**src/pcm_pkg.sv**
```systemverilog
// ---------------------------------------------------------------------------
// pcm_pkg: shared types and constants for the particle color map
// widths, speed band limits, ramp codes and ramp endpoint colors
// ---------------------------------------------------------------------------
package pcm_pkg;

    localparam int FRAC_BITS_DEF = 16;
    localparam int VEL_W         = 24;
    localparam int DENS_W        = 32;
    localparam int CH_W          = 8;
    localparam int SQ_W          = 2 * VEL_W;
    localparam int ROOT_W        = VEL_W;
    localparam int RAMP_W        = 3;
    localparam int CFG_IDX_W     = 1;

    // speed band limits in Q16.8
    localparam logic [ROOT_W-1:0] SPEED_100 = 24'd25600;
    localparam logic [ROOT_W-1:0] SPEED_300 = 24'd76800;
    localparam logic [ROOT_W-1:0] SPEED_400 = 24'd102400;

    // configuration register indexes
    localparam logic [CFG_IDX_W-1:0] CFG_MODE   = 1'd0;
    localparam logic [CFG_IDX_W-1:0] CFG_TARGET = 1'd1;

    // color ramps
    localparam logic [RAMP_W-1:0] RAMP_SLOW  = 3'd0;
    localparam logic [RAMP_W-1:0] RAMP_MID   = 3'd1;
    localparam logic [RAMP_W-1:0] RAMP_FAST  = 3'd2;
    localparam logic [RAMP_W-1:0] RAMP_SAND  = 3'd3;
    localparam logic [RAMP_W-1:0] RAMP_BROWN = 3'd4;

    typedef struct packed {
        logic [CH_W-1:0] r;
        logic [CH_W-1:0] g;
        logic [CH_W-1:0] b;
    } t_rgb;

    typedef struct packed {
        t_rgb lo;
        t_rgb hi;
    } t_ramp;

    function automatic t_ramp ramp_colors(input logic [RAMP_W-1:0] code);
        t_ramp c;
        case (code)
            RAMP_SLOW: begin
                c.lo = '{8'd213, 8'd196, 8'd166};
                c.hi = '{8'd114, 8'd43, 8'd106};
            end
            RAMP_MID: begin
                c.lo = '{8'd114, 8'd43, 8'd106};
                c.hi = '{8'd162, 8'd38, 8'd75};
            end
            RAMP_FAST: begin
                c.lo = '{8'd162, 8'd38, 8'd75};
                c.hi = '{8'd211, 8'd33, 8'd45};
            end
            RAMP_SAND: begin
                c.lo = '{8'd200, 8'd186, 8'd126};
                c.hi = '{8'd157, 8'd193, 8'd131};
            end
            default: begin
                c.lo = '{8'd73, 8'd57, 8'd44};
                c.hi = '{8'd157, 8'd193, 8'd131};
            end
        endcase
        return c;
    endfunction

endpackage

```
**src/pcm_sqrt_pipe.sv**
```systemverilog
// ---------------------------------------------------------------------------
// pcm_sqrt_pipe: pipelined integer square root
// one root bit per stage, floor of the root of a 48-bit radicand
// ---------------------------------------------------------------------------
module pcm_sqrt_pipe #(
    parameter int SIDE_W = pcm_pkg::DENS_W
) (
    input  logic                       i_clk,
    input  logic                       i_rst_n,
    input  logic                       i_en,
    input  logic                       i_valid,
    input  logic [pcm_pkg::SQ_W-1:0]   i_rad,
    input  logic [SIDE_W-1:0]          i_side,
    output logic                       o_valid,
    output logic [pcm_pkg::ROOT_W-1:0] o_root,
    output logic [SIDE_W-1:0]          o_side
);

    localparam int STEPS = pcm_pkg::ROOT_W;
    localparam int REM_W = pcm_pkg::ROOT_W + 2;
    localparam int CUR_W = REM_W + 2;

    logic                       r_valid [STEPS];
    logic [REM_W-1:0]           r_rem   [STEPS];
    logic [pcm_pkg::ROOT_W-1:0] r_root  [STEPS];
    logic [pcm_pkg::SQ_W-1:0]   r_rad   [STEPS];
    logic [SIDE_W-1:0]          r_side  [STEPS];

    for (genvar g = 0; g < STEPS; g++) begin : g_step
        logic                       s_valid;
        logic [REM_W-1:0]           s_rem;
        logic [pcm_pkg::ROOT_W-1:0] s_root;
        logic [pcm_pkg::SQ_W-1:0]   s_rad;
        logic [SIDE_W-1:0]          s_side;
        logic [CUR_W-1:0]           cur;
        logic [CUR_W-1:0]           trial;
        logic [REM_W-1:0]           n_rem;
        logic [pcm_pkg::ROOT_W-1:0] n_root;

        if (g == 0) begin : g_first
            assign s_valid = i_valid;
            assign s_rem   = '0;
            assign s_root  = '0;
            assign s_rad   = i_rad;
            assign s_side  = i_side;
        end else begin : g_next
            assign s_valid = r_valid[g-1];
            assign s_rem   = r_rem[g-1];
            assign s_root  = r_root[g-1];
            assign s_rad   = r_rad[g-1];
            assign s_side  = r_side[g-1];
        end

        always_comb begin
            cur   = {s_rem, s_rad[pcm_pkg::SQ_W-1 -: 2]};
            trial = {2'b00, s_root, 2'b01};
            if (cur >= trial) begin
                n_rem  = REM_W'(cur - trial);
                n_root = {s_root[pcm_pkg::ROOT_W-2:0], 1'b1};
            end else begin
                n_rem  = REM_W'(cur);
                n_root = {s_root[pcm_pkg::ROOT_W-2:0], 1'b0};
            end
        end

        always_ff @(posedge i_clk) begin
            if (!i_rst_n) begin
                r_valid[g] <= 1'b0;
            end else if (i_en) begin
                r_valid[g] <= s_valid;
            end
            if (i_en) begin
                r_rem[g]  <= n_rem;
                r_root[g] <= n_root;
                r_rad[g]  <= {s_rad[pcm_pkg::SQ_W-3:0], 2'b00};
                r_side[g] <= s_side;
            end
        end
    end

    assign o_valid = r_valid[STEPS-1];
    assign o_root  = r_root[STEPS-1];
    assign o_side  = r_side[STEPS-1];

endmodule

```
**config.mk**
```make
export PLATFORM = sky130hd
export DESIGN_NAME = pcm_sqrt_pipe
export DESIGN_NICKNAME = d
export VERILOG_FILES = /design/src/pcm_pkg.sv /design/src/pcm_sqrt_pipe.sv
export SDC_FILE = /design/constraint.sdc
export NUM_CORES = 2
export LEC_CHECK = 0
export BUFFER_PORTS_ARGS = -buffer_cell sky130_fd_sc_hd__buf_2
export CORE_MARGIN = 2
export CORE_UTILIZATION = 60
export CTS_CLUSTER_SIZE = 25
export DETAILED_ROUTE_END_ITERATION = 6
export PLACE_DENSITY = 0.81
export SLEW_MARGIN = 5
export SYNTH_ARGS = -nofsm -noshare
export SYNTH_HDL_FRONTEND = slang
export SYNTH_SLANG_ARGS = --single-unit
export TNS_END_PERCENT = 10
```
**constraint.sdc**
```tcl
create_clock -name i_clk -period 4.2 [get_ports i_clk]
set_input_delay 0.42 -clock i_clk [delete_from_list [all_inputs] [get_ports i_clk]]
set_output_delay 0.42 -clock i_clk [all_outputs]
set_load 0.01 [all_outputs]
```
==> flow_summary.ini <==
[timing]
tightest_slew_ns = 1.076
setup_viol = 0
relSlewSlack_pct = 28.27
slew_viol_final = 0
rsz0062_at_grt = false
min_period_over_period_pct = 88.80
fmax_ghz = 0.2681
clock_skew_ns = 0.05877
hold_viol = 0
fin_crit_ns = 3.729
setup_tns_ns = 0

[placement]
numPortBuffers = 140
place.gp.congestion = 0.9025
dp.cells = 7817
dp_hpwl_um = 92920

[clock_tree]
htree_num_levels = 4
cts_sinks = 2207
tritoncts = yes
post_cts_buffers = 0
clkLatencyLatePin_ns = 0.83
cts-root-buf = clkbuf_16
clockBufferDepth = 3
cts_buffers = 209
path_clk_slew_ns = 0.06

[yosys]
yosysTopAreaCell = edfxtp_1
syn-mean-instance-area_sq_um = 15.45
synthArstFlopShare_pct = 0
yosysTopAreaCellShare_pct = 74.56
syn-cell-area_sq_um = 88850
yosys_most_used_dff = edfxtp_1
synth-seq-cells = 2207
synth_nets = 6160
synth-edff-count = 2206
yosysSeqAreaShare_pct = 74.58
ys_types = 87
yosys-top-cells-count = edfxtp_1, inv_1, nand2_1
synthTopCellsByArea = edfxtp_1, ha_1, xor2_1
synth_warnings = 0
synth_most_common_cell = edfxtp_1
synthCells = 5750

[floorplan]
die-width_um = 388.8
pin_count = 141
die_h_um = 388.8
num_rows = 141
coreArea_sq_um = 147300
initial_utilization_pct = 60.32
die-area_sq_um = 151200

[worst_setup_path]
startpoint_type = flip-flop
r2r_cells = 11
crit_chain = ha_1 -> nor2b_1 -> o21ai_0 -> a21oi_1 -> o21ai_0 -> a21oi_1 -> a311oi_1 -> o41a_1 -> clkinv_1 -> nand3_1 -> a2bb2oi_1
critical_path.max_stage_delay_ns = 0.62
timing.rr.start = r_rem[1][52]
setup.worst_path.end = r_rem[1][94]
endpoint_kind = flip-flop
cp.required_ns = 4.84
path_max_fanout = 19
crit_type = flip-flop to flip-flop
crit_start = r_rem[1][52]
cp.arrival_ns = 4.37
cpMaxStageDelayCell = a311oi_1
reg2reg_slack_ns = 0.47
r2r-end = r_rem[1][94]

[power]
power_density_nw_per_um2 = 529.4
peakVddDrop_uv = 394.5
power.leakage_nw = 37.67

[detailed_routing]
post-route-drc-count = 0
finalWirelength_um = 141600
drt-initial-drc-count = 3476
wl_per_cell_um = 17.09
via_per_inst = 5.518
vias = 45728
drtAntennaViolNets = 0
first_pass_iters = 6

[grt]
grtUsageTotal_pct = 18.75
grt_first_pass_wirelength_um = 228200
grt.overflow.total = 0
grt_pass1_vias = 45705
grt_max_degree = 154
antenna_found_initial = 5

[hold_path]
holdCritStartpoint = i_en
hold_path.class = primary input to flip-flop

[finish]
syn2layout_area_growth_pct = 12.94
layout-drive-gt1-share_pct = 9.755
final_cells = 8287
num-nets-final = 6591

[status]
run_status = finished, final reports clean

[job]
drv_cap = 0
## metal layers
metal | part of all wire, % | track usage [%] | wire length, um | up-vias
met5 | 0 | 0 | 0 | -
met1 | 41 | 22.88 | 57690 | 21892
met2 | 51 | 33.06 | 72580 | 1108
met4 | 3.5 | 7.917 | 4958 | 0
met3 | 4.5 | 3.241 | 6373 | 324
li1 | - | - | - | 22404
## worst min-delay path by stage
stage                    endpoint  cells after the start
global placement    r_rad[1][358]                      0
detailed placement  r_rad[0][102]                      0
finish               r_rad[0][60]                      1
global route         r_rad[0][60]                      1
floorplan           r_rad[0][100]                      0
CTS                  r_rad[0][60]                      1
## flip-flops by register name, indices dropped and copies added (netlist names)
name	flops
r_side	768
r_valid	24
r_root	300
r_rem	563
r_rad	552
## through the flow
step / setup slack, ns / area (sq um) / power [mW] / utilization, % / hold WS (ns)
after floorplan: 1.120 / 88850 / 32.55 / - / 0.4003
after global placement: 0.6579 / 92520 / 34.32 / 62.80 / 0.4001
after detailed placement: 0.5859 / 92520 / 34.64 / 62.80 / 0.4045
after CTS: 0.5079 / 100300 / 53.62 / 68.12 / 0.1404
after global routing: 0.2143 / 100300 / 55.42 / 68.12 / 0.1825
final: 0.4705 / 100400 / 53.12 / 68.12 / 0.1913
## power breakdown
group | switching [mW] | internal, mW
logic | 3.61 | 2.73
registers | 1.14 | 26.9
clock network | 7.87 | 10.9
## cells by family after synthesis
family / after synthesis / share of synthesized area (%)
AND/OR/NAND/NOR: 1282 / 7.161
multiplexers: 40 / 0.4957
flip-flops: 2207 / 74.58
adder cells (fa/ha/maj): 326 / 4.591
buffers and inverters: 492 / 2.117
XOR/XNOR: 453 / 4.465
AO/OA/AOI/OAI: 949 / 6.589
other: 1 / 0.004221
## placed cells by master (no fill, tap or decap), types with 46 or more instances in the layout
cell	n
edfxtp_1	2206
a21o_1	125
xnor2_1	224
nand2b_1	64
ha_1	326
inv_1	407
nor2b_1	48
and3_1	55
clkbuf_16	212
buf_2	139
nor2_1	278
a21oi_1	281
dlygate4sd3_1	83
nor3_1	129
nor4_1	71
nand2_1	355
nand3_1	76
clkinv_2	46
xor2_1	229
o21a_1	69
buf_4	59
o21ai_0	264
## repair_timing
item / CTS / global route
gates resized for setup: 0 / 0
hold buffers: 83 / 0
endpoints found under the hold margin: 83 / 0
## critical path: cells and delay by family (launching register included)
family                     cells  cell delay (ns)
AOI/OAI and AO/OA              7             1.84
adders and majority gates      1             0.36
buffers and inverters          1             0.44
DFF                            1             0.40
and+or+nand+nor                2             0.49
## cell type report
type / instances / area [sq um]
antenna: 1 / 2.502
clock buffer: 247 / 5436
clock inverter: 139 / 1564
fill: 9525 / 46960
inverter: 410 / 1539
multi-input combinational: 3051 / 20740
sequential: 2207 / 66260
tap: 1930 / 2415
timing repair buffer: 302 / 2390
No activity file was read; power rests on OpenSTA's default activity.
