==> config.mk <==
export PLATFORM = sky130hd
export DESIGN_NAME = pcm_div_pipe
export DESIGN_NICKNAME = d
export VERILOG_FILES = /design/src/pcm_pkg.sv /design/src/pcm_div_pipe.sv
export SDC_FILE = /design/constraint.sdc
export NUM_CORES = 2
export LEC_CHECK = 0
export BUFFER_PORTS_ARGS = -buffer_cell sky130_fd_sc_hd__buf_4
export CORE_MARGIN = 2
export CORE_UTILIZATION = 48
export DETAILED_ROUTE_END_ITERATION = 6
export GPL_TIMING_DRIVEN = 0
export PLACE_DENSITY_LB_ADDON = 0.12
export REMOVE_ABC_BUFFERS = 1
export SLEW_MARGIN = 20
export SYNTH_ARGS = -nofsm -noshare
export SYNTH_HDL_FRONTEND = slang
export SYNTH_SLANG_ARGS = --single-unit
==> constraint.sdc <==
create_clock -name i_clk -period 3.51 [get_ports i_clk]
set_input_delay 0.351 -clock i_clk [delete_from_list [all_inputs] [get_ports i_clk]]
set_output_delay 0.351 -clock i_clk [all_outputs]
set_load 0.03 [all_outputs]
==> src/pcm_pkg.sv <==
// ---------------------------------------------------------------------------
// pcm_pkg: shared types and constants for the particle color map
// widths, speed band limits, ramp codes and ramp endpoint colors
// ---------------------------------------------------------------------------
package pcm_pkg;

    localparam int FRAC_BITS_DEF = 16;
    localparam int VEL_W         = 24;
    localparam int DENS_W        = 32;
    localparam int CH_W          = 8;
    localparam int SQ_W          = 2 * VEL_W;
    localparam int ROOT_W        = VEL_W;
    localparam int RAMP_W        = 3;
    localparam int CFG_IDX_W     = 1;

    // speed band limits in Q16.8
    localparam logic [ROOT_W-1:0] SPEED_100 = 24'd25600;
    localparam logic [ROOT_W-1:0] SPEED_300 = 24'd76800;
    localparam logic [ROOT_W-1:0] SPEED_400 = 24'd102400;

    // configuration register indexes
    localparam logic [CFG_IDX_W-1:0] CFG_MODE   = 1'd0;
    localparam logic [CFG_IDX_W-1:0] CFG_TARGET = 1'd1;

    // color ramps
    localparam logic [RAMP_W-1:0] RAMP_SLOW  = 3'd0;
    localparam logic [RAMP_W-1:0] RAMP_MID   = 3'd1;
    localparam logic [RAMP_W-1:0] RAMP_FAST  = 3'd2;
    localparam logic [RAMP_W-1:0] RAMP_SAND  = 3'd3;
    localparam logic [RAMP_W-1:0] RAMP_BROWN = 3'd4;

    typedef struct packed {
        logic [CH_W-1:0] r;
        logic [CH_W-1:0] g;
        logic [CH_W-1:0] b;
    } t_rgb;

    typedef struct packed {
        t_rgb lo;
        t_rgb hi;
    } t_ramp;

    function automatic t_ramp ramp_colors(input logic [RAMP_W-1:0] code);
        t_ramp c;
        case (code)
            RAMP_SLOW: begin
                c.lo = '{8'd213, 8'd196, 8'd166};
                c.hi = '{8'd114, 8'd43, 8'd106};
            end
            RAMP_MID: begin
                c.lo = '{8'd114, 8'd43, 8'd106};
                c.hi = '{8'd162, 8'd38, 8'd75};
            end
            RAMP_FAST: begin
                c.lo = '{8'd162, 8'd38, 8'd75};
                c.hi = '{8'd211, 8'd33, 8'd45};
            end
            RAMP_SAND: begin
                c.lo = '{8'd200, 8'd186, 8'd126};
                c.hi = '{8'd157, 8'd193, 8'd131};
            end
            default: begin
                c.lo = '{8'd73, 8'd57, 8'd44};
                c.hi = '{8'd157, 8'd193, 8'd131};
            end
        endcase
        return c;
    endfunction

endpackage

==> src/pcm_div_pipe.sv <==
// ---------------------------------------------------------------------------
// pcm_div_pipe: pipelined fraction divider
// floor(num * 2^FRAC_BITS / den) for num <= den, one quotient bit per stage
// ---------------------------------------------------------------------------
module pcm_div_pipe #(
    parameter int FRAC_BITS = pcm_pkg::FRAC_BITS_DEF,
    parameter int SIDE_W    = pcm_pkg::RAMP_W
) (
    input  logic                       i_clk,
    input  logic                       i_rst_n,
    input  logic                       i_en,
    input  logic                       i_valid,
    input  logic [pcm_pkg::DENS_W-1:0] i_num,
    input  logic [pcm_pkg::DENS_W-1:0] i_den,
    input  logic [SIDE_W-1:0]          i_side,
    output logic                       o_valid,
    output logic [FRAC_BITS:0]         o_quot,
    output logic [SIDE_W-1:0]          o_side
);

    localparam int STEPS = FRAC_BITS + 1;
    localparam int W     = pcm_pkg::DENS_W;

    logic             r_valid [STEPS];
    logic [W-1:0]     r_rem   [STEPS];
    logic [W-1:0]     r_den   [STEPS];
    logic [FRAC_BITS:0] r_quot [STEPS];
    logic [SIDE_W-1:0] r_side [STEPS];

    for (genvar g = 0; g < STEPS; g++) begin : g_step
        logic               s_valid;
        logic [W:0]         cur;
        logic [W-1:0]       s_den;
        logic [FRAC_BITS:0] s_quot;
        logic [SIDE_W-1:0]  s_side;
        logic [W-1:0]       n_rem;
        logic               n_bit;

        if (g == 0) begin : g_first
            assign s_valid = i_valid;
            assign cur     = {1'b0, i_num};
            assign s_den   = i_den;
            assign s_quot  = '0;
            assign s_side  = i_side;
        end else begin : g_next
            assign s_valid = r_valid[g-1];
            assign cur     = {r_rem[g-1], 1'b0};
            assign s_den   = r_den[g-1];
            assign s_quot  = r_quot[g-1];
            assign s_side  = r_side[g-1];
        end

        always_comb begin
            n_bit = (cur >= {1'b0, s_den});
            if (n_bit) begin
                n_rem = W'(cur - {1'b0, s_den});
            end else begin
                n_rem = W'(cur);
            end
        end

        always_ff @(posedge i_clk) begin
            if (!i_rst_n) begin
                r_valid[g] <= 1'b0;
            end else if (i_en) begin
                r_valid[g] <= s_valid;
            end
            if (i_en) begin
                r_rem[g]  <= n_rem;
                r_den[g]  <= s_den;
                r_quot[g] <= {s_quot[FRAC_BITS-1:0], n_bit};
                r_side[g] <= s_side;
            end
        end
    end

    assign o_valid = r_valid[STEPS-1];
    assign o_quot  = r_quot[STEPS-1];
    assign o_side  = r_side[STEPS-1];

endmodule

==> metrics.csv <==
stage,metric,value,unit
sta,min_period_over_period,102,%
power_and_ir_drop,pwr-share-clk,19.5,%
die,start_util,48.3,%
finish,nNetsFinal,7420,
critical_path,path_buf_inv,1,
synthesis,synth_compound_area_share,15.3,%
route,drt_pass1_iterations,6,
clock_network,cts.htree.levels,4,
die,die_area,151000,um2
synthesis,yosysWarnings,0,
clock_network,numCtsBuffers,145,
finish,layout_common_cells,"edfxtp_1 (1244), inv_1 (630), a21oi_1 (481)",
route,vias,48900,
grt,grtUsageTotal,22.4,%
route,top_layer,met4,
synthesis,synth_mux_area_share,3.00,%
finish,layout.area.seq,37400,um2
finish,post-route-util,57.4,%
synthesis,syn_area_per_cell,11.1,um2
synthesis,synth-seq-area-share,52.5,%
critical_path,cp.arrival,4100,ps
grt,antenna_found_initial,2,
clock_network,cts.sinks,1245,
die,core_area,147000,um2
critical_path,path_class,flip-flop to flip-flop,
sta,finClkSkew,27.9,ps
critical_path,cp-start-kind,flip-flop,
grt,grt.overflow.total,0,
finish,fillCellCount,12100,
power_and_ir_drop,swShare,37.9,%
job,cap_viol_max_count,0,
power_and_ir_drop,seqPwrFrac,30.8,%
finish,multi_input_area,33200,um2
power_and_ir_drop,peakVddDrop,0.431,mV
finish,drive_gt1_share,16.2,%
route,met2_wirelength,100000,um
clock_network,worst_skew_pair.late_latency,800,ps
run_status,outcome,"finished, violations left",
hold_path,hold_class,input pin to flip-flop,
route,via_per_inst,5.53,
grt,grt_pass1_wl,266000,um
route,totalWireLength,173000,um
synthesis,synth.distinct_cells,101,
critical_path,required,4050,ps
placement,dpl_worst_slack,-2090,ps
sta,setup_ws,-58.7,ps
route,drc,0,
synthesis,synth_cells,6384,
clock_network,clk_pin_slew,60,ps
synthesis,synth-seq-cells,1245,
critical_path,critPathSlowestCell,edfxtp_1,
synthesis,synthAdderAreaFrac,9.99,%
sta,hold_viol,0,
power_and_ir_drop,p_sw,0.0298,W
sta,drv_slew,0,
finish,final_common_cell,edfxtp_1,
placement,dp_hpwl,124000,um
route,ant_nets,0,
sta,max_freq,0.280,GHz
power_and_ir_drop,p_per_area,927,nW/um2
finish,final_cell_count_no_fill,8839,
critical_path,path_delay_family,compound AO/OA/AOI/OAI gates,
power_and_ir_drop,p_total,0.0784,W
finish,area_delta_synth_final,18.9,%
die,io_pins,92,
power_and_ir_drop,power_leakage,34.4,nW
placement,dp_cells,8281,
route,wire_per_inst,19.6,um
critical_path,r2r_slack,-60,ps
sta,setup_viol,7,
critical_path,cp_max_fo,5,
clock_network,cts_root_buffer,clkbuf_16,
synthesis,synth_area,71200,um2
synthesis,synth-xor-area-share,5.32,%
critical_path,end_kind,flip-flop,
sta,slew_headroom,32.8,%
sta,hold_slack,142,ps
synthesis,yosys.area_share.simple,9.49,%
synthesis,synth_edf_count,1244,
die,die_y,389,um
power_and_ir_drop,power.internal,0.0487,W
critical_path,path_cells,ha_4 -> nor2b_4 -> o31a_1 -> o41ai_4 -> o211ai_1 -> a211oi_2 -> o21ai_2 -> a21oi_4 -> buf_4 -> o311ai_2 -> xor2_1 -> mux2_4,
grt,grt_pass1_vias,51000,
clock_network,cts.path.max_buffers,3,
placement,portBuffers,91,
die,row_count,141,
sta,worst_slew_pin_slew,996,ps
route,wl_met1,56000,um
power_and_ir_drop,comb_power_share,49.7,%
route,dr_wl_met3,4370,um
sta,fin_crit,3570,ps
sta,grt_setup_unrepaired,yes,
critical_path,critical_path.max_stage_delay,430,ps
synthesis,synth_ff_type,edfxtp_1,
die,die_x,389,um
route,drtIter0Drc,1920,
grt,grt_max_degree,145,
synthesis,synthArstFlopShare,0,%
placement,place_congestion,0.941,
synthesis,synth_top_family_by_area,compound AO/OA/AOI/OAI gates,
run_status,failed_checks,negative setup slack,
clock_network,cts_tree,yes,
==> state kept, by name, summed over array words and instances, names as in the netlist <==
register  cells
r_den       512
r_rem       512
r_quot      153
r_side       51
r_valid      17
==> through the flow <==
stage	instance area, um2	TNS, ps
final	84600	-148
after CTS	83000	-4250
after floorplan	70500	-309310
after global routing	84600	-5740
after detailed placement	74400	-355400
after global placement	73600	-
==> area by class of cell <==
cell class,count,area share (%)
Clock inverter,99,1.31
Multi-Input combinational cell,4336,39.3
Inverter,643,2.88
Clock buffer,166,4.43
Antenna cell,1,0.00296
Tap cell,1930,2.85
Timing Repair Buffer,419,5.08
Sequential cell,1245,44.2
==> kinds of logic after synthesis <==
logic type | Yosys count
AO/OA/AOI/OAI | 1715
XOR/XNOR | 432
adder cells (fa/ha/maj) | 559
buffers and inverters | 807
flip-flops | 1245
multiplexers | 191
AND/OR/NAND/NOR | 1435
==> synthesized netlist by cell type (25+ instances only) <==
master    count  area [um2]
a21o_1      276        2070
o211ai_1     25         188
nor2_1      374        1400
nand2b_1     68         425
o21ai_0     413        2070
xor2_1      186        1630
clkbuf_1    119         447
o21a_1       61         458
a211oi_1     55         413
o21bai_1     58         435
inv_1       642        2410
nand3_1     107         536
a21oi_1     517        2590
ha_1        543        6790
o31ai_1      43         323
xnor2_1     246        2150
nand2_1     470        1760
and3_1       55         344
edfxtp_1   1244       37400
mux2_2      178        2000
nor2b_1      79         494
nand4_1      85         532
nor3_1       65         325
and2_1       33         206
a31oi_1      47         294
==> worst paths after layout <==
check                                 from                        to  depth (start not counted)
setup / recovery   r_rem[0][321]$_DFFE_PP_   r_rem[0][382]$_DFFE_PP_                         12
hold / removal                    i_num[1]     r_rem[0][1]$_DFFE_PP_                          4
setup reg to reg   r_rem[0][321]$_DFFE_PP_   r_rem[0][382]$_DFFE_PP_                         12
hold reg to reg   r_quot[0][170]$_DFFE_PP_  r_quot[0][188]$_DFFE_PP_                          0
==> layer usage <==
metal	vias up	track usage, %
li1	24200	-
met1	23200	19.0
met2	937	46.9
met3	523	2.98
met4	0	14.8
met5	-	0
==> worst min-delay path, stage by stage <==
cell and delay [ps]:
buf_4 110, inv_1 80, fa_1 160, mux2i_1 60
==> power by group through the flow <==
stage	Clock, W	Sequential, W	Combinational [W]
2_1_floorplan	0	0.0236	0.0246
3_3_place_gp	0	0.0245	0.0323
3_5_place_dp	0	0.0243	0.0332
4_1_cts	0.0157	0.0241	0.0370
5_1_grt	0.0163	0.0246	0.0427
6_report	0.0153	0.0241	0.0390
==> what timing repair did <==
action,4_1_cts,5_1_grt
hold endpoints to repair,107,0
buffers inserted,130,76
resized for setup,344,220
pin swaps,92,99
setup endpoints to repair,488,564
cloned,11,10
hold buffers,72,0
No activity file was read; power rests on OpenSTA's default activity.
